--- config.mk ---
export PLATFORM = sky130hd
export DESIGN_NAME = grb_queue
export DESIGN_NICKNAME = d
export VERILOG_FILES = /design/src/rtl/core/grb_pkg.sv /design/src/rtl/core/grb_queue.sv
export SDC_FILE = /design/constraint.sdc
export NUM_CORES = 1
export LEC_CHECK = 0
export BUFFER_PORTS_ARGS = -buffer_cell sky130_fd_sc_hd__buf_4
export CORE_ASPECT_RATIO = 0.75
export CORE_MARGIN = 10
export CORE_UTILIZATION = 45
export CTS_CLUSTER_SIZE = 30
export DETAILED_ROUTE_END_ITERATION = 8
export GPL_TIMING_DRIVEN = 0
export SLEW_MARGIN = 20
export SYNTH_ARGS = -nofsm -noshare
export SYNTH_HDL_FRONTEND = slang
export SYNTH_SLANG_ARGS = --single-unit
--- constraint.sdc ---
create_clock -name clk -period 4.65 [get_ports clk]
set_input_delay 0.2325 -clock clk [delete_from_list [all_inputs] [get_ports clk]]
set_output_delay 0.2325 -clock clk [all_outputs]
set_load 0.02 [all_outputs]
--- src/rtl/core/grb_pkg.sv ---
`default_nettype none
// ----------------------------------------------------------------------------
// grb_pkg
// Shared types, codes and helpers of the glyph row blitter.
// ----------------------------------------------------------------------------
package grb_pkg;

	localparam logic OP_LOAD = 1'b0;
	localparam logic OP_DRAW = 1'b1;

	localparam logic REG_GLYPH_ROWS = 1'b0;
	localparam logic REG_FRAME_BASE = 1'b1;

	localparam logic [1:0] SCALE_1X = 2'd0;
	localparam logic [1:0] SCALE_2X = 2'd1;
	localparam logic [1:0] SCALE_4X = 2'd2;

	localparam int QDEPTH = 4;
	localparam int QPTR_W = 2;

	typedef struct packed {
		logic        is_load;
		logic [11:0] store_addr;
		logic [7:0]  font_byte;
		logic [24:0] start_addr;
		logic [8:0]  y_pos;
		logic [15:0] color;
		logic [1:0]  scale_sel;
		logic [4:0]  rows;
	} cmd_t;

	typedef struct packed {
		logic empty;
		logic full;
	} q_status_t;

	// repeat each glyph bit 1, 2 or 4 times, MSB leftmost
	function automatic logic [31:0] widen_row(logic [7:0] bits, logic [1:0] sel);
		logic [31:0] m;
		logic [4:0]  src;
		logic [1:0]  sh;
		m  = '0;
		sh = (sel == SCALE_1X) ? 2'd0 : (sel == SCALE_2X) ? 2'd1 : 2'd2;
		for (int i = 0; i < 32; i++) begin
			src  = 5'(i) >> sh;
			m[i] = (src < 5'd8) ? bits[3'(5'd7 - src)] : 1'b0;
		end
		return m;
	endfunction

	function automatic logic [1:0] scale_last(logic [1:0] sel);
		logic [1:0] r;
		unique case (sel)
			SCALE_1X: r = 2'd0;
			SCALE_2X: r = 2'd1;
			default:  r = 2'd3;
		endcase
		return r;
	endfunction

endpackage
`default_nettype wire

--- src/rtl/core/grb_queue.sv ---
`default_nettype none
// ----------------------------------------------------------------------------
// grb_queue
// Short command queue between the front and the back.
// ----------------------------------------------------------------------------
module grb_queue (
	input  wire                clk,
	input  wire                arst_n,
	input  wire                push,
	input  wire grb_pkg::cmd_t push_cmd,
	input  wire                pop,
	output grb_pkg::cmd_t      head_cmd,
	output grb_pkg::q_status_t q_status
);

	grb_pkg::cmd_t              slots_q [grb_pkg::QDEPTH];
	logic [grb_pkg::QPTR_W-1:0] wptr_q;
	logic [grb_pkg::QPTR_W-1:0] rptr_q;
	logic [grb_pkg::QPTR_W:0]   count_q;

	assign q_status.empty = (count_q == '0);
	assign q_status.full  = (count_q == (grb_pkg::QPTR_W+1)'(grb_pkg::QDEPTH));
	assign head_cmd       = slots_q[rptr_q];

	always_ff @(posedge clk or negedge arst_n) begin
		if (!arst_n) begin
			wptr_q  <= '0;
			rptr_q  <= '0;
			count_q <= '0;
		end else begin
			if (push) begin
				wptr_q <= wptr_q + 1'b1;
			end
			if (pop) begin
				rptr_q <= rptr_q + 1'b1;
			end
			if (push && !pop) begin
				count_q <= count_q + 1'b1;
			end else if (pop && !push) begin
				count_q <= count_q - 1'b1;
			end
		end
	end

	always_ff @(posedge clk) begin
		if (push) begin
			slots_q[wptr_q] <= push_cmd;
		end
	end

endmodule
`default_nettype wire

# Word-level counts from Yosys, hierarchy flattened
# Memory sizes are Yosys's and may differ from the RTL's.
# Cells that the tools add are included.
[word_totals] ff_bits=7 mem_bits_rw=312 inputBits=82 out_inout_bits=80 wordCells=19 memories=1
[classes] n_addsub=4 eq_ne=1 muxes=4 reduce_logical=6
[mem_list] name="slots_q" words=4 word_bits=78 rd=1 rd_clocked_by_memory_dff=0 write_ports=1 line="grb_queue.sv:16" text="grb_pkg::cmd_t slots_q [grb_pkg::QDEPTH];"
[op_table] operator="$mux W3" count=2
[op_table] operator="$add A2 B1 Y2 const B" count=2
[op_table] operator="$add A3 B1 Y3 const B" count=1
[op_table] operator="$eq A3 B3 Y1 const B" count=1
[op_table] operator="$logic_not A3 Y1" count=1
[op_table] operator="$sub A3 B1 Y3 const B" count=1
[op_table] operator="$logic_and A1 B1 Y1" count=2
[op_table] operator="$logic_not A1 Y1" count=2
[op_table] operator="$mux W1" count=2
[op_table] operator="$reduce_bool A2 Y1" count=1

# Longest topological paths before layout
# Gate-level depths: netlist of the first run.
[depth] depth_word=4 mapped_depth=7 mapped_depth_nobuf=7

# Worst setup path before layout of the first run
# No wires, ideal clock.
[synth_timing] path_type="register to register" from="reg wptr_q[0] (netlist name)" to="mem slots_q[2][0] (netlist name) (enable)" setup_ns=0.445 arrival_ns=2.434 required_time_ns=4.205 path_slack_ns=1.771 path_stages_with_launch=4 n_path_buf=0 period_less_slack_ns=2.879 cell_sequence="dfrtp_1 -> inv_1 -> ha_1 -> and2_1"
[synth_lines] element="start: declaration" line="grb_queue.sv:17" text="logic [grb_pkg::QPTR_W-1:0] wptr_q;"
[synth_lines] element="start signal: assignment" line="grb_queue.sv:32" text="wptr_q <= wptr_q + 1'b1;"
[synth_lines] element="end: declaration" line="grb_queue.sv:16"
# No word-level cell before the write port.

==> reports/qor.yml, run 1 <==
flow_run:
  drv_cap: 0
pwr:
  peakVddDrop_mv: 0.445
  pwr_density_cell_nw_per_um2: 634
  p_leak_nw: 5.32
cts:
  clkSinkCount: 319
  post_cts_buffers: 0
  cts_buffer_depth: 3
  post_cts_resized: 0
  root_buffer: "clkbuf_16"
  h-tree-depth: 1
  clkTransAtPathRegs_ns: 0.06
  cts_tree: "done"
  cts_buffers: 31
  clk_latency_ns: 0.54
yosys:
  synth_warnings: 0
  ys_ff_latch: 319
  avgSynthCellArea_sq_um: 26.5
  syn_nets: 530
  yosysUniqueCellTypes: 19
  synthTopCellsByArea: "edfxtp_1, mux4_2, dfrtp_1"
  synth_area_sq_um: 11700
  synth_top_cell_by_area: "edfxtp_1"
  yosysSeqAreaShare_pct: 81.3
  yosysTopAreaCellShare_pct: 79.8
  netlist_instances: 442
final_layout:
  fin_util_pct: 59.3
  antenna_cells: 0
  stdcell_count: 1091
  layout_commonest_cell: "edfxtp_1"
  final_nets: 813
  final_cell_mix: "edfxtp_1, buf_4, dlygate4sd3_1"
  area_delta_synth_final_pct: 30.5
  layout-drive-gt1-share_pct: 41.8
sta:
  tightest_slew_ns: 0.444
  hold_viol: 0
  rsz0062_at_grt: "false"
  fin_ws_ns: 2.20
  period_share_pct: 52.7
  slew_viol_final: 0
  setup_viol: 0
  clock_skew_ns: 0.00949
  slew_headroom_pct: 70.4
  tns_ns: 0
  whs_ns: 0.0428
  fin_crit_ns: 2.45
  fmax_mhz: 408
routing:
  drc_errors: 0
  final_antenna_net_count: 0
  num_vias: 5533
  wirelength_um: 23400
  wl_per_cell_um: 21.5
  drtIter0Drc: 284
  viasPerCell: 5.07
  dr.pass1.iters: 4
global_routing:
  grt_max_degree: 32
  antenna_found_initial: 0
  grt_pass1_wl_um: 36600
  grt_pass1_vias: 6246
  grt.overflow.total: 0
  grt_usage_pct: 14.2
floorplan:
  die_area_sq_um: 33000
  fp.dieW_um: 206
  core_sq_um: 25800
  rows: 51
  die-height_um: 160
  boundaryPins: 162
  start_util_pct: 45.4
worst_setup_path:
  worstPathRequired_ns: 4.42
  critPathCaptureType: "output port"
  critical_path_class: "reg2out"
  startpoint_type: "flop"
  reg2regPathDepth: 4
  critPathArrivalTime_ns: 2.22
  r2r_setup_slack_ns: 2.92
  r2r_end: "slots_q[0][27]$_DFFE_PP_"
  rr_startpoint: "wptr_q[0]$_DFFE_PN0P_"
  crit_fanout: 10
placed_design:
  place_congestion: 0.675
  portBuffers: 161
  dp_cells: 955
  hpwl_um: 14900
  place_ws_ns: 2.74
outcome:
  status: "complete, no violations"
hold_path:
  holdCritPathClass: "in2async"
## timing repair
action / 4_1_cts / 5_1_grt
hold buffers: 81 / 0
hold endpoints to repair: 323 / 0
endpoints found under the setup margin: 0 / 0
## worst max path at each step
stage,slack (ns),from,cells past startpoint,endpoint
final,2.20,rptr_q[1]$_DFFE_PN0P_,5,head_cmd[46]
after global routing,2.07,rptr_q[1]$_DFFE_PN0P_,5,head_cmd[51]
after CTS,2.15,rptr_q[1]$_DFFE_PN0P_,5,head_cmd[54]
after detailed placement,2.74,rptr_q[1]$_DFFE_PN0P_,5,head_cmd[54]
after global placement,0.24,wptr_q[0]$_DFFE_PN0P_,3,slots_q[0][8]$_DFFE_PP_
after floorplan,1.77,wptr_q[0]$_DFFE_PN0P_,3,slots_q[2][0]$_DFFE_PP_
## metal layers
metal	routed length [um]	share of wire [%]	vias up	track usage, %
li1	-	-	2461	-
met1	9960	43	2893	19.4
met2	11400	49	150	22.8
met3	1740	7.4	29	3.82
met4	291	1.2	0	2.48
met5	0	0	-	0
## flip-flops by register name, indices dropped and copies added (netlist names)
register / flops
rptr_q: 2
count_q: 3
slots_q: 312
wptr_q: 2
## cells by family after synthesis
logic type	share of synthesized area [%]
muxes	15.1
buffers and inverters	1.99
xor gates and xnor gates	0.448
adders and majority gates	0.704
and+or+nand+nor	0.416
DFF	81.3
AOI/OAI and AO/OA	0.0426
## per-stage QoR
step	cell area (sq um)	power, mW
6_report	15300	9.70
4_1_cts	15300	9.89
5_1_grt	15300	10.2
3_3_place_gp	13400	7.36
2_1_floorplan	11700	6.07
3_5_place_dp	13500	7.44
## critical path, stage by stage (launching register included)
cell,delay [ns]
dfrtp_1,0.31
buf_2,0.25
buf_2,0.33
buf_4,0.27
mux4_2,0.34
buf_4,0.18
## final cells by class
class	count	area (sq um)
Clock buffer	40	810
Buffer	18	219
Sequential cell	319	9540
Clock inverter	15	153
Timing Repair Buffer	250	2180
Fill cell	1871	10500
Inverter	4	15.0
Tap cell	344	430
Multi-Input combinational cell	101	1970
## cell usage after synthesis
| cell | n |
|---|---|
| and2_1 | 4 |
| ha_1 | 5 |
| mux2_2 | 1 |
| buf_12 | 8 |
| buf_6 | 1 |
| inv_1 | 4 |
| nor3_1 | 1 |
| mux4_2 | 78 |
| edfxtp_1 | 312 |
| buf_2 | 8 |
| buf_4 | 1 |
| nor2_1 | 1 |
| xnor2_1 | 2 |
| fa_1 | 1 |
| nor3b_1 | 1 |
| xor2_1 | 4 |
| o21ai_0 | 1 |
| dfrtp_1 | 7 |
| nand2_1 | 2 |
## power breakdown
| part | total, mW | switching, mW | internal (mW) |
|---|---|---|---|
| clock network | 2.37 | 0.985 | 1.39 |
| registers | 3.88 | 0.124 | 3.76 |
| logic | 3.45 | 1.83 | 1.63 |
| total | 9.70 | 2.94 | 6.77 |
(Power assumes the default switching activity.)
==> run 2: changes to the inputs <==
- clock period: 4.65 -> 2.3 ns (I/O delays scaled with it)
==> run 2 against run 1 <==
Against the previous run: first-iteration DRC count is 23% higher; clock power is 90% higher; total power is 98% higher; register-to-register slack worse by 2.5 ns; worst setup slack worse by 2.1 ns; cell count is 0.37% lower; routed wire length is 2.5% lower; critical path depth stayed put; sequential cell count stayed put; via count is 0.14% lower; combinational power is 100% higher; design area is 0.65% lower; largest power group unchanged; highest routed layer unchanged.
==> reports/qor.yml, run 2 (same netlist as run 1, synthesis figures left out) <==
hold_path:
  holdCritPathClass: "in2reg"  # was in2async
floorplan:
  die-height_um: 160  # unchanged
  core_sq_um: 25800  # unchanged
  boundaryPins: 162  # unchanged
  fp.dieW_um: 206  # unchanged
  die_area_sq_um: 33000  # unchanged
  rows: 51  # unchanged
  start_util_pct: 45.4  # unchanged
global_routing:
  use_met1_pct: 17.2  # was 19.4%
  grt.overflow.total: 0  # unchanged
  antenna_found_initial: 1  # was 0
  grt_use_met2_pct: 23.7  # was 22.8%
  grt_max_degree: 44  # was 32
  grt-busiest-layer: "met2"  # unchanged
  met3_usage_pct: 3.46  # was 3.82%
  grt_pass1_wl_um: 35500  # was 36600 um
  grt_usage_pct: 13.8  # was 14.2%
  grt_pass1_vias: 6174  # was 6246
cts:
  clk_latency_ns: 0.54  # about the same
  clkTransAtPathRegs_ns: 0.06  # about the same
  cts_buffers: 30  # was 31
  cts_tree: "done"  # unchanged
  post_cts_buffers: 0  # unchanged
  cts_buffer_depth: 3  # unchanged
  clkSinkCount: 319  # unchanged
  h-tree-depth: 1  # unchanged
  root_buffer: "clkbuf_16"  # unchanged
worst_setup_path:
  crit_path_start: "rptr_q[1]$_DFFE_PN0P_"  # unchanged
  reg2regPathDepth: 4  # unchanged
  r2r_end: "slots_q[0][14]$_DFFE_PP_"  # was slots_q[0][27]$_DFFE_PP_
  r2r_setup_slack_ns: 0.41  # was 2.92 ns
  startpoint_type: "flop"  # unchanged
  worstPathRequired_ns: 2.18  # was 4.42 ns
  critPathCaptureType: "output port"  # unchanged
  crit_end: "head_cmd[50]"  # was head_cmd[46]
  critPathArrivalTime_ns: 2.10  # was 2.22 ns
  critical_path_class: "reg2out"  # unchanged
  crit_fanout: 10  # unchanged
  rr_startpoint: "wptr_q[0]$_DFFE_PN0P_"  # unchanged
flow_run:
  drv_cap: 0  # unchanged
sta:
  fmax_mhz: 452
  fin_crit_ns: 2.21
  hold_viol: 0  # unchanged
  slew_viol_final: 0  # unchanged
  tightest_slew_ns: 0.623  # was 0.444 ns
  setup_viol: 0  # unchanged
  rsz0062_at_grt: "false"  # unchanged
  clock_skew_ns: 0.0188  # was 0.00949 ns
  slew_headroom_pct: 58.5  # was 70.4%
  fin_ws_ns: 0.0898  # was 2.20 ns
  period_share_pct: 96.1
final_layout:
  final_nets: 809  # was 813
  layout-drive-gt1-share_pct: 40.8  # was 41.8%
  stdcell_count: 1087  # was 1091
  layout_commonest_cell: "edfxtp_1"  # unchanged
  largestRegisters: "slots_q x312, count_q x3"  # unchanged
  area_delta_synth_final_pct: 29.7  # was 30.5%
  fin_util_pct: 58.9  # was 59.3%
  largest_register_ffs: 312  # unchanged
  top_register: "slots_q"  # unchanged
  final_cell_mix: "edfxtp_1, buf_4, dlygate4sd3_1"  # unchanged
placed_design:
  hpwl_um: 14400  # was 14900 um
  portBuffers: 161  # unchanged
  dp_cells: 951  # was 955
  place_ws_ns: 0.382  # was 2.74 ns
  place_congestion: 0.743  # was 0.675
pwr:
  p_sw_share_pct: 30.3  # about the same
  peakVddDrop_mv: 0.750  # was 0.445 mV
  fin_total_pwr_mw: 19.3  # was 9.70 mW
  intPower_mw: 13.4  # was 6.77 mW
  p_leak_nw: 5.28  # was 5.32 nW
  power_frac_comb_pct: 35.9  # was 35.6%
  seq_power_share_pct: 40.7  # was 40.0%
  p_clk_share_pct: 23.4  # was 24.4%
  p_sw_mw: 5.84  # was 2.94 mW
  pwr_density_cell_nw_per_um2: 1270  # was 634 nW/um^2
routing:
  viasPerCell: 5.08  # was 5.07
  wirelength_um: 22800  # was 23400 um
  drc_errors: 0  # unchanged
  drtIter0Drc: 349  # was 284
  dr.pass1.iters: 4  # unchanged
  final_antenna_net_count: 0  # unchanged
  num_vias: 5525  # was 5533
  wl_per_cell_um: 21.0  # was 21.5 um
outcome:
  status: "complete, no violations"  # unchanged
## run 2: worst min path at each step
stage / startpoint / to / slack, ns / cells past startpoint
floorplan: arst_n / count_q[0]$_DFFE_PN0P_ / -0.18 / 0
global placement: arst_n / count_q[1]$_DFFE_PN0P_ / -0.07 / 1
detailed placement: arst_n / count_q[0]$_DFFE_PN0P_ / -0.06 / 1
CTS: pop / rptr_q[0]$_DFFE_PN0P_ / 0.29 / 3
global route: push_cmd[71] / slots_q[3][71]$_DFFE_PP_ / 0.30 / 2
finish: push_cmd[54] / slots_q[1][54]$_DFFE_PP_ / 0.31 / 2
## run 2: per-stage QoR
| step | hold WS, ns | cell area (sq um) | setup TNS (ns) |
|---|---|---|---|
| after floorplan | -0.181 | 11700 | 0 |
| after global placement | -0.0675 | 13400 | -147.10 |
| after detailed placement | -0.0618 | 13500 | 0 |
| after CTS | 0.288 | 15200 | 0 |
| after global routing | 0.300 | 15200 | 0 |
| final | 0.306 | 15200 | 0 |
## run 2: worst max-delay path, cell delays in order (launching register included)
cell,delay [ns]
dfrtp_1,0.32
buf_2,0.24
buf_6,0.21
buf_4,0.23
mux4_2,0.36
buf_4,0.18
## run 2: metal layers
layer / vias to the layer above / share of wire, % / wire [um]
li1: 2467 / - / -
met1: 2867 / 41 / 9360
met2: 158 / 50 / 11400
met3: 33 / 6.9 / 1580
met4: 0 / 1.9 / 438
met5: - / 0 / 0
## run 2: area by class of cell
cell class              instances  area, sq um
fillers                      1869        10600
clock inverters                13         85.1
flip-flops and latches        319         9540
multi-input cells             101         1970
inverters                       4         15.0
clock buffers                  40          810
well taps                     344          430
plain buffers                  18          225
repair buffers                247         2140
diodes                          1         2.50
## run 2: power by group through the flow
stage               clock network (mW)  logic, mW  registers (mW)
floorplan                            0       4.32            7.91
global placement                     0       6.81            7.97
detailed placement                   0       6.97            7.97
CTS                               4.62       7.12            7.85
global route                      4.87       7.40            7.93
finish                            4.50       6.91            7.84
## run 2: repair_timing
action	CTS	global route
setup endpoints to repair	10	9
hold buffers	82	0
gates resized for setup	1	1
endpoints found under the hold margin	323	0
==> run 3: changes to the inputs <==
- CAP_MARGIN: default -> 20
- CTS_CLUSTER_SIZE: 30 -> 24
- clock period: 2.3 -> 2.4 ns (I/O delays scaled with it)
==> run 3 against run 2 <==
Against the previous run: critical path depth unchanged; largest cell class unchanged; cell count unchanged; clock power down 4%; count of clock-buffer cells in the layout unchanged; design area about the same; global-route usage unchanged; clock skew down 0.0012 ns; sequential power down 4.1%; total power down 4.2%.
==> reports/qor.yml, run 3 (same netlist as run 1, synthesis figures left out) <==
global_routing:
  grt_max_degree: 44  # unchanged
  grt_pass1_vias: 6174  # unchanged
  grt_pass1_wl_um: 35500  # unchanged
  grt.overflow.total: 0  # unchanged
  grt_usage_pct: 13.8  # unchanged
  antenna_found_initial: 1  # unchanged
floorplan:
  die-height_um: 160  # unchanged
  rows: 51  # unchanged
  die_area_sq_um: 33000  # unchanged
  start_util_pct: 45.4  # unchanged
  core_sq_um: 25800  # unchanged
  fp.dieW_um: 206  # unchanged
  boundaryPins: 162  # unchanged
routing:
  wl_per_cell_um: 21.0  # about the same
  drtIter0Drc: 349  # unchanged
  num_vias: 5522  # was 5525
  viasPerCell: 5.08  # about the same
  drc_errors: 0  # unchanged
  wirelength_um: 22800  # about the same
  dr.pass1.iters: 4  # unchanged
  final_antenna_net_count: 0  # unchanged
sta:
  period_share_pct: 94.4
  fin_ws_ns: 0.135  # was 0.0898 ns
  slew_viol_final: 0  # unchanged
  hold_viol: 0  # unchanged
  fin_crit_ns: 2.26
  setup_viol: 0  # unchanged
  fmax_mhz: 442
  rsz0062_at_grt: "false"  # unchanged
  slew_headroom_pct: 58.5  # about the same
  clock_skew_ns: 0.0176  # was 0.0188 ns
  tightest_slew_ns: 0.623  # about the same
cts:
  clkSinkCount: 319  # unchanged
  cts_buffer_depth: 3  # unchanged
  clk_latency_ns: 0.54  # about the same
  cts_buffers: 30  # unchanged
  root_buffer: "clkbuf_16"  # unchanged
  clkTransAtPathRegs_ns: 0.06  # about the same
  cts_tree: "done"  # unchanged
  h-tree-depth: 1  # unchanged
  post_cts_buffers: 0  # unchanged
pwr:
  pwr_density_cell_nw_per_um2: 1210  # was 1270 nW/um^2
  peakVddDrop_mv: 0.715  # was 0.750 mV
  fin_total_pwr_mw: 18.4  # was 19.3 mW
  p_leak_nw: 5.28  # about the same
final_layout:
  largest_register_ffs: 312  # unchanged
  layout_commonest_cell: "edfxtp_1"  # unchanged
  layout-drive-gt1-share_pct: 40.8  # unchanged
  nFillCells: 1869  # unchanged
  multi_input_area_sq_um: 1970  # unchanged
  largestRegisters: "slots_q x312, count_q x3"  # unchanged
  seq_area_sq_um: 9540  # unchanged
  area_delta_synth_final_pct: 29.7  # about the same
  top_register: "slots_q"  # unchanged
  final_cell_mix: "edfxtp_1, buf_4, dlygate4sd3_1"  # unchanged
  final_nets: 809  # unchanged
worst_setup_path:
  critPathArrivalTime_ns: 2.14  # was 2.10 ns
  reg2regPathDepth: 4  # unchanged
  startpoint_type: "flop"  # unchanged
  worstPathRequired_ns: 2.28  # was 2.18 ns
  critical_path_class: "reg2out"  # unchanged
  critPathCaptureType: "output port"  # unchanged
  crit_fanout: 10  # unchanged
hold_path:
  whs_path_depth: 2  # unchanged
  holdCritPathClass: "in2reg"  # unchanged
placed_design:
  portBuffers: 161  # unchanged
  place_congestion: 0.743  # unchanged
  place_ws_ns: 0.482  # was 0.382 ns
  hpwl_um: 14400  # unchanged
outcome:
  status: "complete, no violations"  # unchanged
flow_run:
  drv_cap: 0  # unchanged
==> run 3: cell count changes in the layout (fill, tap and decap cells not counted) <==
cell / delta
buf_6: -1
buf_4: +1
==> run 3: cell type report <==
cell class,instances,share of cell area (%)
Clock inverter,13,0.559
Timing Repair Buffer,247,14.1
Clock buffer,40,5.32
Buffer,18,1.46
Multi-Input combinational cell,101,12.9
Tap cell,344,2.83
Sequential cell,319,62.7
Antenna cell,1,0.0164
Inverter,4,0.0987
==> run 3: critical path, cell delays in order (launching register included) <==
cell     delay (ns)
dfrtp_1        0.32
buf_2          0.24
buf_4          0.26
buf_4          0.24
mux4_2         0.36
buf_4          0.18
==> run 3: what timing repair did <==
item                                    in CTS  in global routing
endpoints found under the setup margin       1                  0
resized for setup                            1                  0
hold endpoints to repair                   323                  0
hold buffers                                82                  0
==> run 3: through the flow <==
stage | hold WS [ns] | setup TNS (ns) | instances | util [%] | area [sq um]
floorplan | -0.176 | 0 | 442 | - | 11700
global placement | -0.0625 | -115.90 | 947 | 51.8 | 13400
detailed placement | -0.0568 | 0 | 951 | 52.2 | 13500
CTS | 0.293 | 0 | 1086 | 58.9 | 15200
global route | 0.305 | 0 | 1087 | 58.9 | 15200
finish | 0.314 | 0 | 1087 | 58.9 | 15200
==> run 3: path summary, 6_finish.rpt <==
| kind | start | end | slack [ns] |
|---|---|---|---|
| min reg2reg | count_q[2]$_DFFE_PN0P_ | count_q[2]$_DFFE_PN0P_ | 0.49 |
| max reg2reg | wptr_q[0]$_DFFE_PN0P_ | slots_q[0][14]$_DFFE_PP_ | 0.51 |
| max | rptr_q[1]$_DFFE_PN0P_ | head_cmd[50] | 0.14 |
| min in group asynchronous | arst_n | rptr_q[1]$_DFFE_PN0P_ | 0.55 |
| max in group asynchronous | arst_n | count_q[2]$_DFFE_PN0P_ | 1.58 |
| min | push_cmd[54] | slots_q[1][54]$_DFFE_PP_ | 0.31 |
==> run 3: where the power goes <==
group,leakage [nW],internal (mW),total [mW],switching [mW]
logic,1.90,3.11,6.62,3.50
clock network,0.438,2.45,4.31,1.85
registers,2.95,7.28,7.52,0.233
total,5.28,12.8,18.4,5.59
==> run 3: metal layers <==
layer  vias up  routed length, um  part of all wire [%]  global-route usage (%)
met5         -                  0                     0                       0
met4         0                438                   1.9                    3.18
met3        33               1510                   6.6                    3.46
met2       154              11400                    50                    23.7
met1      2868               9440                    41                    17.2
li1       2467                  -                     -                       -
