File: config.mk
export PLATFORM = sky130hd
export DESIGN_NAME = grb_front
export DESIGN_NICKNAME = d
export VERILOG_FILES = /design/src/rtl/core/grb_pkg.sv /design/src/rtl/core/grb_front.sv
export SDC_FILE = /design/constraint.sdc
export NUM_CORES = 1
export LEC_CHECK = 0
export BUFFER_PORTS_ARGS = -buffer_cell sky130_fd_sc_hd__buf_4
export CORE_MARGIN = 3
export CORE_UTILIZATION = 35
export CTS_CLUSTER_SIZE = 28
export DETAILED_ROUTE_END_ITERATION = 8
export GPL_ROUTABILITY_DRIVEN = 0
export HOLD_SLACK_MARGIN = 0.06
export PLACE_DENSITY = 0.75
export SLEW_MARGIN = 5
export SYNTH_ARGS = -nofsm -noshare
export SYNTH_HDL_FRONTEND = slang
export SYNTH_SLANG_ARGS = --single-unit
File: constraint.sdc
create_clock -name clk -period 4.31 [get_ports clk]
set_input_delay 0.6465 -clock clk [delete_from_list [all_inputs] [get_ports clk]]
set_output_delay 0.6465 -clock clk [all_outputs]
set_load 0.01 [all_outputs]
File: src/rtl/core/grb_pkg.sv
`default_nettype none
// ----------------------------------------------------------------------------
// grb_pkg
// Shared types, codes and helpers of the glyph row blitter.
// ----------------------------------------------------------------------------
package grb_pkg;

	localparam logic OP_LOAD = 1'b0;
	localparam logic OP_DRAW = 1'b1;

	localparam logic REG_GLYPH_ROWS = 1'b0;
	localparam logic REG_FRAME_BASE = 1'b1;

	localparam logic [1:0] SCALE_1X = 2'd0;
	localparam logic [1:0] SCALE_2X = 2'd1;
	localparam logic [1:0] SCALE_4X = 2'd2;

	localparam int QDEPTH = 4;
	localparam int QPTR_W = 2;

	typedef struct packed {
		logic        is_load;
		logic [11:0] store_addr;
		logic [7:0]  font_byte;
		logic [24:0] start_addr;
		logic [8:0]  y_pos;
		logic [15:0] color;
		logic [1:0]  scale_sel;
		logic [4:0]  rows;
	} cmd_t;

	typedef struct packed {
		logic empty;
		logic full;
	} q_status_t;

	// repeat each glyph bit 1, 2 or 4 times, MSB leftmost
	function automatic logic [31:0] widen_row(logic [7:0] bits, logic [1:0] sel);
		logic [31:0] m;
		logic [4:0]  src;
		logic [1:0]  sh;
		m  = '0;
		sh = (sel == SCALE_1X) ? 2'd0 : (sel == SCALE_2X) ? 2'd1 : 2'd2;
		for (int i = 0; i < 32; i++) begin
			src  = 5'(i) >> sh;
			m[i] = (src < 5'd8) ? bits[3'(5'd7 - src)] : 1'b0;
		end
		return m;
	endfunction

	function automatic logic [1:0] scale_last(logic [1:0] sel);
		logic [1:0] r;
		unique case (sel)
			SCALE_1X: r = 2'd0;
			SCALE_2X: r = 2'd1;
			default:  r = 2'd3;
		endcase
		return r;
	endfunction

endpackage
`default_nettype wire

File: src/rtl/core/grb_front.sv
`default_nettype none
// ----------------------------------------------------------------------------
// grb_front
// Config registers, item intake, classification and address setup.
// ----------------------------------------------------------------------------
module grb_front #(
	parameter int LINE_PITCH     = 640,
	parameter int MAX_GLYPH_ROWS = 16
) (
	input  wire               clk,
	input  wire               arst_n,
	input  wire               psel,
	input  wire               penable,
	input  wire               pwrite,
	input  wire  [2:0]        paddr,
	input  wire  [31:0]       pwdata,
	output logic [31:0]       prdata,
	output logic              pready,
	input  wire               in_valid,
	output logic              in_stall,
	input  wire               op,
	input  wire  [7:0]        char_code,
	input  wire  [3:0]        glyph_row,
	input  wire  [7:0]        font_byte,
	input  wire  [9:0]        x_pos,
	input  wire  [8:0]        y_pos,
	input  wire  [15:0]       color,
	input  wire  [1:0]        scale_sel,
	output logic              push,
	output grb_pkg::cmd_t     cmd,
	input  wire grb_pkg::q_status_t q_status
);

	logic [4:0]    glyph_rows_q;
	logic [23:0]   frame_base_q;
	logic          valid_s1;
	grb_pkg::cmd_t cmd_s1;
	grb_pkg::cmd_t cmd_new;
	logic [4:0]    rows_clamp;
	logic          keep;
	logic          accept;

	assign pready = 1'b1;
	assign prdata = (paddr[2] == grb_pkg::REG_FRAME_BASE) ? 32'(frame_base_q)
	                                                      : 32'(glyph_rows_q);

	always_ff @(posedge clk or negedge arst_n) begin
		if (!arst_n) begin
			glyph_rows_q <= 5'd8;
			frame_base_q <= '0;
		end else if (psel && penable && pwrite) begin
			if (paddr[2] == grb_pkg::REG_FRAME_BASE) begin
				frame_base_q <= pwdata[23:0];
			end else begin
				glyph_rows_q <= pwdata[4:0];
			end
		end
	end

	assign rows_clamp = (glyph_rows_q > 5'(MAX_GLYPH_ROWS)) ? 5'(MAX_GLYPH_ROWS) : glyph_rows_q;

	always_comb begin
		cmd_new.is_load    = (op == grb_pkg::OP_LOAD);
		cmd_new.store_addr = 12'(12'(char_code) * 12'(MAX_GLYPH_ROWS))
		                   + ((op == grb_pkg::OP_LOAD) ? 12'(glyph_row) : 12'd0);
		cmd_new.font_byte  = font_byte;
		cmd_new.start_addr = 25'(25'(frame_base_q) + 25'(y_pos) * 25'(LINE_PITCH) + 25'(x_pos));
		cmd_new.y_pos      = y_pos;
		cmd_new.color      = color;
		cmd_new.scale_sel  = (scale_sel == 2'd3) ? grb_pkg::SCALE_4X : scale_sel;
		cmd_new.rows       = rows_clamp;
		keep = (op == grb_pkg::OP_LOAD) ? ({1'b0, glyph_row} < 5'(MAX_GLYPH_ROWS))
		                                : (rows_clamp != 5'd0);
	end

	assign in_stall = valid_s1 && q_status.full;
	assign accept   = in_valid && !in_stall;
	assign push     = valid_s1 && !q_status.full;
	assign cmd      = cmd_s1;

	always_ff @(posedge clk or negedge arst_n) begin
		if (!arst_n) begin
			valid_s1 <= 1'b0;
		end else if (accept) begin
			valid_s1 <= keep;
		end else if (push) begin
			valid_s1 <= 1'b0;
		end
	end

	always_ff @(posedge clk) begin
		if (accept) begin
			cmd_s1 <= cmd_new;
		end
	end

endmodule
`default_nettype wire

=== Yosys cells after proc, flatten, opt, wreduce, memory -nomap -nowiden ===
Index checks and enable logic that the tools add are counted.

* Input port bits: 101
* Output and inout port bits: 113
* Flip-flop bits (word level): 108
* Word-level logic and storage cells: 36

* Magnitude comparators: 1
* Multipliers: 1
* Reduce and logical (&&, ||, !) cells: 11
* Equality and inequality tests: 1
* Add/subtract/negate cells: 3
* Mux-type cells: 6
* Bitwise gates (word level): 2

{| class="wikitable"
|+ Operators by type and width
! operator !! number
|-
| $add A24 B19 Y25 || 1
|-
| $add A25 B10 Y25 || 1
|-
| $mux W24 || 1
|-
| $add A12 B4 Y12 || 1
|-
| $mul A9 B3 Y12 const B || 1
|-
| $gt A5 B5 Y1 const B || 1
|-
| $logic_and A1 B1 Y1 || 5
|-
| $mux W5 || 1
|-
| $reduce_bool A5 Y1 || 1
|-
| $mux W4 || 1
|-
| $reduce_and A2 Y1 || 2
|-
| $mux W1 || 3
|-
| $eq A2 B2 Y1 const B || 1
|-
| $logic_not A1 Y1 || 2
|-
| $not A1 Y1 || 2
|-
| $reduce_bool A2 Y1 || 1
|}

=== Logic depth before layout (Yosys ltp) ===
Gate-level depths: netlist of the first run.

* Word-level depth: 5
* Depth in mapped cells: 18
* Depth with buffers taken out: 18

=== Least setup slack after synthesis of the first run ===
Ideal clock, no wire load.

* Path kind: input-to-reg
* Start point: input q_status[0] (netlist name)
* End point: register cmd_s1, in the netlist cmd[0] (enable)
* Path buffers: 0
* Cell stages on the path: 2
* Library setup time: 0.524 ns
* Data required time: 3.786 ns
* Setup slack: -0.515 ns
* Data arrival time: 4.301 ns
* Cells stage by stage: and2_1 -> nor2b_1

* Word-level cells in the longest chain between the ends: 3

{| class="wikitable"
|+ RTL lines
! element !! line !! source
|-
| from (decl) || grb_front.sv:31 || <nowiki>input wire grb_pkg::q_status_t q_status</nowiki>
|-
| $logic_and A1 B1 Y1 || grb_front.sv:76 || <nowiki>assign in_stall = valid_s1 && q_status.full;</nowiki>
|-
| $logic_not A1 Y1 || grb_front.sv:77 || <nowiki>assign accept = in_valid && !in_stall;</nowiki>
|-
| $logic_and A1 B1 Y1 || grb_front.sv:77 ||
|-
| named net accept || grb_front.sv:41 || <nowiki>logic accept;</nowiki>
|-
| to (signal assigned) || grb_front.sv:93 || <nowiki>cmd_s1 <= cmd_new;</nowiki>
|-
| to (decl) || grb_front.sv:37 || <nowiki>grb_pkg::cmd_t cmd_s1;</nowiki>
|}

The timed path passes the listed nets, and every way through them passes these cells.
A chain may end at the register's enable or synchronous reset.

==> results.sh, run 1 <==
export IMPL_run_status="complete, no violations"
export IMPL_finalSetupViolations=0
export IMPL_post_route_cells_drive_above_1_share_pct=44.4
export IMPL_fin_tns_setup_ns=0
export IMPL_antenna_left=0
export IMPL_post_route_util_pct=49.2
export IMPL_dieHeight_um=131
export IMPL_start_kind="input port"
export IMPL_critical_path_depth=19
export IMPL_cp_buffers_inverters=2
export IMPL_synthTopCellsByCount="edfxtp_1, ha_1, mux2_2"
export IMPL_area_growth_syn_to_layout_pct=37.2
export IMPL_cts_tree="yes"
export IMPL_cts_num_sinks=108
export IMPL_synth_area_per_cell_um2=13.7
export IMPL_cp_max_fo=4
export IMPL_pin_count=214
export IMPL_rows=45
export IMPL_layout_nets=763
export IMPL_yosys_area_top_type="edfxtp_1"
export IMPL_hold_viol_final=0
export IMPL_cp_data_arrival_time_ns=4.12
export IMPL_slowest_stage="or4_1"
export IMPL_synth_flop_cell="edfxtp_1"
export IMPL_synth_area_mm2=0.00550
export IMPL_viasPerCell=4.72
export IMPL_synth_top_area_share_pct=42.6
export IMPL_grt_ovfl_total=0
export IMPL_wirelength_mm=13.4
export IMPL_synth_edf_count=78
export IMPL_fin_skew_ns=0.0132
export IMPL_ir_worst_vdd_mv=0.222
export IMPL_slew_viol_final=0
export IMPL_antenna_found_initial=0
export IMPL_rsz0062_at_grt="false"
export IMPL_diodes=0
export IMPL_htree_levels=3
export IMPL_hold_buffers=0
export IMPL_worst_setup_path_type="in -> reg"
export IMPL_synthArstFlopShare_pct=27.8
export IMPL_dpl_hpwl_mm=10.5
export IMPL_worst_pin_slew_ns=0.562
export IMPL_endpoint_kind="register"
export IMPL_core_area_mm2=0.0153
export IMPL_grt_max_degree=43
export IMPL_cp_top_family="adder cells"
export IMPL_multi_input_area_mm2=0.00229
export IMPL_cts_resized=0
export IMPL_cts_clk_slew_worst_paths_ns=0.08
export IMPL_wire_per_inst_um=16.3
export IMPL_cp_cell_sequence="buf_4 -> ha_1 -> ha_1 -> inv_1 -> fa_1 -> nor2b_1 -> o21ai_0 -> nand2b_1 -> a21o_1 -> a21oi_1 -> xnor2_1 -> ha_1 -> ha_1 -> and3_1 -> o21ai_0 -> or4_1 -> o211ai_2 -> a21oi_2 -> xnor2_1"
export IMPL_hp_class="in -> async"
export IMPL_grt_pass1_wl_mm=21.0
export IMPL_fill_cells=1371
export IMPL_fmax_mhz=248
export IMPL_yosys_cell_count_top_type="edfxtp_1"
export IMPL_drc=0
export IMPL_synthCells=400
export IMPL_cts_made_buffers=9
export IMPL_cap_violations=0
export IMPL_fp_dieArea_mm2=0.0173
export IMPL_min_period_ns=4.03
export IMPL_fin_crit_sh_pct=93.4
export IMPL_die_w_um=131
export IMPL_numPortBuffers=193
export IMPL_worstPathRequired_ns=4.40
export IMPL_cpPeakStageDelay_ns=0.44
export IMPL_first_pass_iters=4
export IMPL_yosysSeqAreaShare_pct=56.3
export IMPL_ff_latch_area_mm2=0.00309
export IMPL_p_per_area_mw_per_mm2=480
export IMPL_p_leak_nw=3.38
export IMPL_initial_core_util_pct=35.9
export IMPL_clock_path_buffers=2
export IMPL_vias=3887
export IMPL_yosys_top_cells_area="edfxtp_1, dfrtp_1, ha_1, mux2_2, xnor2_1"
export IMPL_grt_pass1_vias=3988
export IMPL_clock_latency_ns=0.35
export IMPL_reg2regPathDepth=9
export IMPL_relSlewSlack_pct=62.5
export IMPL_grt_util_all_layers_pct=15.3
export IMPL_cts_root_buf="clkbuf_16"
export IMPL_yosysUniqueCellTypes=51
export IMPL_yosysWarnings=0
export IMPL_post_cts_buffers=0
export IMPL_drt_iter0_markers=245
export IMPL_ys_ff_latch=108
export IMPL_path_common_cell="ha_1"
[state kept, by name, indices dropped and copies added (netlist names)]
name	cells
frame_base_q	24
valid_s1	1
glyph_rows_q	5
cmd	78
[layout make-up]
type,count,area share (%)
Sequential cell,108,41.0
Multi-Input combinational cell,270,30.4
Timing Repair Buffer,207,20.6
Tap cell,211,3.50
Clock buffer,10,3.17
Clock inverter,6,0.697
Inverter,12,0.597
[metrics by stage]
step           hold slack, ns  cells  setup slack (ns)  power, mW  instance area (um^2)
2_1_floorplan           0.351    407             0.318       2.29                  5530
3_3_place_gp            0.520    808            0.0308       2.81                  7250
3_5_place_dp            0.533    808           -0.0760       2.84                  7250
4_1_cts                 0.248    824             0.287       3.66                  7540
5_1_grt                 0.262    824            0.0210       3.86                  7540
6_report                0.242    824             0.285       3.62                  7540
[worst reg2reg max path: stages (launching register included)]
cell and delay (ns):
dfrtp_1 0.41, ha_1 0.29, ha_1 0.22, fa_1 0.40
a21o_1 0.23, a221oi_2 0.52, or3_4 0.25, a21oi_2 0.07
o2111ai_2 0.20, xnor2_1 0.08
[cells by family (layout without fill, tap and decap cells)]
kind of cell / count (synthesis) / count (layout) / share of synthesized area [%]
flops: 108 / 108 / 56.3
simple gates: 84 / 84 / 8.56
compound gates: 62 / 62 / 8.17
fa+ha+maj: 54 / 54 / 13.0
mux: 34 / 34 / 6.96
buf+inv: 29 / 235 / 2.64
xor+xnor: 27 / 27 / 4.30
other cells: 2 / 9 / 0.137
[power breakdown]
part           internal (mW)  switching, mW
clock network          0.420          0.392
registers               1.36          0.106
logic                  0.673          0.674
total                   2.45           1.17
[layer usage]
metal	track usage, %	up-vias	wire length [um]
met5	0	-	0
met4	5.31	0	233
met3	4.02	15	861
met2	26.0	146	6620
met1	18.8	1854	5700
li1	-	1872	-
[cells in the final DEF, fill, tap and decap left out, types with 15 or more instances in the layout]
master,count
xnor2_1,23
mux2_2,34
dfrtp_1,29
edfxtp_1,78
ha_1,49
nand2_1,17
a21oi_1,15
buf_4,207
and2_1,21
[path summary, 6_finish.rpt]
check / slack [ns] / startpoint / end
setup / recovery: 0.28 / y_pos[1] / cmd[51]
hold / removal: 0.24 / arst_n / glyph_rows_q[0]
setup reg to reg: 1.41 / frame_base_q[1] / cmd[55]
hold reg to reg: 0.55 / frame_base_q[5] / frame_base_q[5]
max in group asynchronous: 3.72 / arst_n / glyph_rows_q[3]
min in group clk: 0.47 / font_byte[1] / cmd[58]
Power figures use the tool's default switching activity.
==> run 2, diff against run 1 <==
==> constraint.sdc (replaced) <==
create_clock -name clk -period 4.31 [get_ports clk]
set_input_delay 0.431 -clock clk [delete_from_list [all_inputs] [get_ports clk]]
set_output_delay 0.431 -clock clk [all_outputs]
set_load 0.01 [all_outputs]
==> run 2 against run 1 <==
  * Routed wire length fell by 3.4%
  * Sequential share of layout area increased by 0.34 points
  * Setup slack gained 0.067 ns
  * Clock skew is 0.0048 ns lower
  * Clock power is 4.7% higher
  * Largest cell class unchanged
==> results.sh, run 2 (synthesized netlist as in run 1, its figures left out) <==
export IMPL_cts_clk_slew_worst_paths_ns=0.07
export IMPL_hold_viol_final=0
export IMPL_rows=45
export IMPL_ir_worst_vdd_mv=0.237
export IMPL_initial_core_util_pct=35.9
export IMPL_p_per_area_mw_per_mm2=482
export IMPL_drc=0
export IMPL_drt_iter0_markers=154
export IMPL_fp_dieArea_mm2=0.0173
export IMPL_ff_latch_area_mm2=0.00309
export IMPL_final_common_cell="buf_4"
export IMPL_core_area_mm2=0.0153
export IMPL_relSlewSlack_pct=34.3
export IMPL_fin_crit_sh_pct=91.8
export IMPL_worst_setup_path_type="in -> reg"
export IMPL_layout_nets=752
export IMPL_cts_tree="yes"
export IMPL_vias=3812
export IMPL_worstPathRequired_ns=4.41
export IMPL_diodes=0
export IMPL_viasPerCell=4.69
export IMPL_cts_num_sinks=108
export IMPL_finalSetupViolations=0
export IMPL_die_w_um=131
export IMPL_r2r_start="frame_base_q[1]"
export IMPL_wire_per_inst_um=15.9
export IMPL_grt_max_degree=79
export IMPL_post_route_util_pct=48.8
export IMPL_hp_start="font_byte[2]"
export IMPL_stdcell_area_mm2=0.00748
export IMPL_grt_pass1_wl_mm=20.9
export IMPL_cp_data_arrival_time_ns=4.06
export IMPL_start_kind="input port"
export IMPL_hp_class="in -> reg"
export IMPL_numPortBuffers=193
export IMPL_r2r_end="cmd[55]"
export IMPL_endpoint_kind="register"
export IMPL_first_pass_iters=4
export IMPL_grt_util_all_layers_pct=15.1
export IMPL_pin_count=214
export IMPL_fin_skew_ns=0.00834
export IMPL_fmax_mhz=253
export IMPL_r2r_slack_ns=1.45
export IMPL_cpPeakStageDelay_ns=0.41
export IMPL_run_status="complete, no violations"
export IMPL_p_leak_nw=3.34
export IMPL_path_common_cell="ha_1"
export IMPL_detailed_place_area_mm2=0.00716
export IMPL_dieHeight_um=131
export IMPL_grt_ovfl_total=0
export IMPL_reg2regPathDepth=9
export IMPL_slew_viol_final=0
export IMPL_worst_pin_slew_ns=0.985
export IMPL_largest_reg_flops=78
export IMPL_cap_violations=0
export IMPL_slowest_stage="o41ai_1"
export IMPL_grt_pass1_vias=3929
export IMPL_area_growth_syn_to_layout_pct=36.0
export IMPL_holdPathStages=1
export IMPL_multi_input_area_mm2=0.00229
export IMPL_clock_path_buffers=2
export IMPL_layout_cells_most_common_list="buf_4, edfxtp_1, ha_1"
export IMPL_rsz0062_at_grt="false"
export IMPL_min_period_ns=3.96
export IMPL_cts_root_buf="clkbuf_16"
export IMPL_cts_made_buffers=9
export IMPL_min_to="cmd[59]"
export IMPL_fin_tns_setup_ns=0
export IMPL_fill_cells=1386
export IMPL_clock_latency_ns=0.35
export IMPL_cts_resized=0
export IMPL_cp_cell_sequence="buf_4 -> ha_1 -> ha_1 -> a21o_1 -> a21oi_1 -> o21ai_0 -> o41ai_1 -> xnor2_1 -> ha_1 -> ha_1 -> and3_1 -> and2b_1 -> nand2_1 -> o221ai_1 -> o2111ai_2 -> xnor2_1"
export IMPL_htree_levels=3
export IMPL_wirelength_mm=13.0
export IMPL_cp_max_fo=4
export IMPL_antenna_found_initial=0
export IMPL_antenna_left=0
export IMPL_post_route_cells_drive_above_1_share_pct=43.0
export IMPL_dpl_hpwl_mm=10.1
run 2: where the power goes:
group	switching, mW	internal (mW)
clock	0.375	0.475
combinational	0.655	0.641
sequential	0.105	1.36
run 2: stage by stage:
| stage | std cells | power, mW | hold slack [ns] | setup WS, ns |
|---|---|---|---|---|
| detailed placement | 796 | 2.80 | 0.410 | 0.0319 |
| CTS | 813 | 3.66 | 0.236 | 0.371 |
| global placement | 796 | 2.77 | 0.410 | 0.130 |
| finish | 813 | 3.61 | 0.253 | 0.352 |
| global route | 813 | 3.85 | 0.229 | 0.131 |
| floorplan | 407 | 2.29 | 0.135 | 0.533 |
run 2: repair_timing:
action | 4_1_cts | 5_1_grt
endpoints found under the hold margin | 29 | 0
hold buffers | 1 | 0
setup buffers | 0 | 0
run 2: layer usage:
layer | part of all wire (%) | up-vias | GRT usage (%)
li1 | - | 1850 | -
met1 | 42 | 1816 | 18.4
met2 | 50 | 134 | 26.2
met3 | 6.7 | 12 | 4.59
met4 | 1.2 | 0 | 3.85
met5 | 0 | - | 0
run 2: how the worst max path moves through the flow:
stage	depth (start not counted)	from	to	slack [ns]
finish	16	y_pos[2]	cmd[55]	0.35
global route	19	y_pos[1]	cmd[55]	0.13
CTS	16	y_pos[2]	cmd[55]	0.37
detailed placement	19	y_pos[1]	cmd[55]	0.03
global placement	16	y_pos[2]	cmd[55]	0.13
floorplan	18	y_pos[1]	cmd[51]	0.53
run 2: final cells by class:
cell class,instances,area share (%)
clock buffer,11,3.24
clock inverter,5,0.903
inverter,12,0.602
multi-input combinational,270,30.7
sequential,108,41.4
tap,211,3.53
timing repair buffer,196,19.7
run 2: critical path: cells and delay by family:
family	cells	cell delay (ns)
AOI/OAI and AO/OA	6	1.45
adders and majority gates	4	1.21
and+or+nand+nor	3	0.49
xor gates and xnor gates	2	0.34
buffers and inverters	1	0.13
==> run 3, diff against run 2 <==
--- a/config.mk
+++ b/config.mk
@@ -6,11 +6,13 @@
 export NUM_CORES = 1
 export LEC_CHECK = 0
 export BUFFER_PORTS_ARGS = -buffer_cell sky130_fd_sc_hd__buf_4
+export CORE_ASPECT_RATIO = 1.1
 export CORE_MARGIN = 3
 export CORE_UTILIZATION = 35
 export CTS_CLUSTER_SIZE = 28
 export DETAILED_ROUTE_END_ITERATION = 8
 export GPL_ROUTABILITY_DRIVEN = 0
+export GPL_TIMING_DRIVEN = 0
 export HOLD_SLACK_MARGIN = 0.06
 export PLACE_DENSITY = 0.75
 export SLEW_MARGIN = 5
==> run 3 against run 2 <==
  * First-iteration DRC count rose by 26%
  * Non-clock buffer count grew 16
  * Total power fell by 1.1%
  * Global-route usage up 0.052 points
  * Critical endpoint is now cmd[54]
  * Largest cell class unchanged
  * Largest power group unchanged
==> results.sh, run 3 (synthesized netlist as in run 1, its figures left out) <==
export IMPL_run_status="complete, no violations"
export IMPL_drt_iter0_markers=194
export IMPL_endpoint="cmd[54]"
export IMPL_fill_cells=1384
export IMPL_diodes=0
export IMPL_pin_count=214
export IMPL_min_period_ns=3.96
export IMPL_numPortBuffers=192
export IMPL_drc=0
export IMPL_cts_clk_slew_worst_paths_ns=0.08
export IMPL_area_growth_syn_to_layout_pct=37.3
export IMPL_cts_made_buffers=9
export IMPL_clock_path_buffers=2
export IMPL_ir_worst_vdd_mv=0.219
export IMPL_total_power_mw=3.57
export IMPL_core_area_mm2=0.0152
export IMPL_combPwrFrac_pct=37.3
export IMPL_wire_per_inst_um=16.5
export IMPL_p_int_mw=2.41
export IMPL_layout_nets=768
export IMPL_worstPathRequired_ns=4.39
export IMPL_viasPerCell=4.76
export IMPL_cts_root_buf="clkbuf_16"
export IMPL_grt_pass1_vias=3988
export IMPL_clock_latency_ns=0.35
export IMPL_antenna_found_initial=0
export IMPL_cp_data_arrival_time_ns=4.04
export IMPL_start_kind="input port"
export IMPL_endpoint_kind="register"
export IMPL_fin_skew_ns=0.00765
export IMPL_fin_crit_sh_pct=91.8
export IMPL_grt_ovfl_total=0
export IMPL_slew_viol_final=0
export IMPL_r2r_start="frame_base_q[1]"
export IMPL_p_sw_share_pct=32.4
export IMPL_grt_util_all_layers_pct=15.2
export IMPL_rows=47
export IMPL_relSlewSlack_pct=65.8
export IMPL_reg2regPathDepth=9
export IMPL_initial_core_util_pct=36.1
export IMPL_hold_viol_final=0
export IMPL_post_cts_buffers=0
export IMPL_setup_worst_path_start="y_pos[2]"
export IMPL_p_per_area_mw_per_mm2=473
export IMPL_cp_max_fo=4
export IMPL_grt_pass1_wl_mm=20.5
export IMPL_p_leak_nw=3.39
export IMPL_cts_num_sinks=108
export IMPL_fin_tns_setup_ns=0
export IMPL_first_pass_iters=4
export IMPL_cap_violations=0
export IMPL_dieHeight_um=137
export IMPL_rsz0062_at_grt="false"
export IMPL_wirelength_mm=13.4
export IMPL_cts_resized=0
export IMPL_hold_buffers=1
export IMPL_cts_tree="yes"
export IMPL_grt_max_degree=38
export IMPL_worst_setup_path_type="in -> reg"
export IMPL_antenna_left=0
export IMPL_largest_reg_flops=78
export IMPL_htree_levels=3
export IMPL_hp_class="in -> reg"
export IMPL_layout_cells_most_common_list="buf_4, edfxtp_1, ha_1"
export IMPL_worst_pin_slew_ns=0.514
export IMPL_final_common_cell="buf_4"
export IMPL_fp_dieArea_mm2=0.0173
export IMPL_fmax_mhz=253
export IMPL_power_share_clock_pct=22.1
export IMPL_post_route_cells_drive_above_1_share_pct=43.5
export IMPL_die_w_um=126
export IMPL_dpl_hpwl_mm=10.8
export IMPL_r2r_end="cmd[55]"
export IMPL_p_sw_mw=1.16
export IMPL_vias=3877
export IMPL_holdPathStages=1
export IMPL_seqPwrFrac_pct=40.6
export IMPL_r2r_slack_ns=1.41
export IMPL_finalSetupViolations=0
-- run 3: cell types whose count changed in the layout (fill, tap and decap cells not counted), sizes merged --
| cell | before | now |
|---|---|---|
| clkinv | 2 | 1 |
| inv | 14 | 16 |
| clkbuf | 11 | 16 |
| clkinvlp | 0 | 1 |
| buf | 195 | 205 |
| bufinv | 1 | 0 |
-- run 3: cell type report --
type / count / area [um^2] / share of cell area (%)
Buffer: 17 / 100 / 1.33
Clock buffer: 10 / 229 / 3.03
Clock inverter: 6 / 53.8 / 0.712
Inverter: 12 / 45.0 / 0.596
Multi-Input combinational cell: 270 / 2290 / 30.4
Sequential cell: 108 / 3090 / 41.0
Tap cell: 196 / 245 / 3.25
Timing Repair Buffer: 195 / 1490 / 19.7
-- run 3: worst min path at each step --
stage,startpoint,endpoint,slack (ns)
after floorplan,arst_n,frame_base_q[0],0.14
after detailed placement,arst_n,frame_base_q[5],0.41
after global routing,color[4],cmd[11],0.23
after CTS,color[4],cmd[11],0.24
final,color[4],cmd[11],0.26
after global placement,arst_n,frame_base_q[5],0.40
-- run 3: metal layers --
| layer | part of all wire [%] | global-route usage, % | up-vias |
|---|---|---|---|
| li1 | - | - | 1880 |
| met1 | 41 | 17.9 | 1834 |
| met2 | 51 | 27.2 | 149 |
| met3 | 6.9 | 4.27 | 14 |
| met4 | 1.4 | 4.10 | 0 |
| met5 | 0 | 0 | - |
-- run 3: power by group through the flow --
| stage | Clock [mW] | Combinational, mW | Sequential [mW] |
|---|---|---|---|
| 4_1_cts | 0.820 | 1.34 | 1.45 |
| 3_5_place_dp | 0 | 1.33 | 1.48 |
| 3_3_place_gp | 0 | 1.30 | 1.47 |
| 5_1_grt | 0.859 | 1.47 | 1.47 |
| 6_report | 0.788 | 1.33 | 1.45 |
| 2_1_floorplan | 0 | 0.786 | 1.51 |
-- run 3: metrics by stage --
step | instances | setup slack [ns] | utilization [%] | hold slack, ns | instance area [um^2]
4_1_cts | 814 | 0.365 | 49.6 | 0.238 | 7550
6_report | 814 | 0.355 | 49.6 | 0.256 | 7550
3_3_place_gp | 795 | 0.0431 | 47.4 | 0.400 | 7210
3_5_place_dp | 797 | 0.0187 | 47.7 | 0.410 | 7260
2_1_floorplan | 407 | 0.533 | - | 0.135 | 5530
5_1_grt | 814 | 0.0772 | 49.6 | 0.231 | 7550
-- run 3: worst max-delay path, stage by stage --
cell and delay (ns):
buf_4 0.13, ha_1 0.30, ha_1 0.30, a21o_1 0.18
a21oi_1 0.20, o21ai_0 0.17, o41ai_1 0.38, xnor2_1 0.17
ha_1 0.25, ha_1 0.34, and3_1 0.23, and2b_1 0.19
nand4_1 0.12, a21oi_1 0.05, a311oi_1 0.46, xnor2_1 0.11
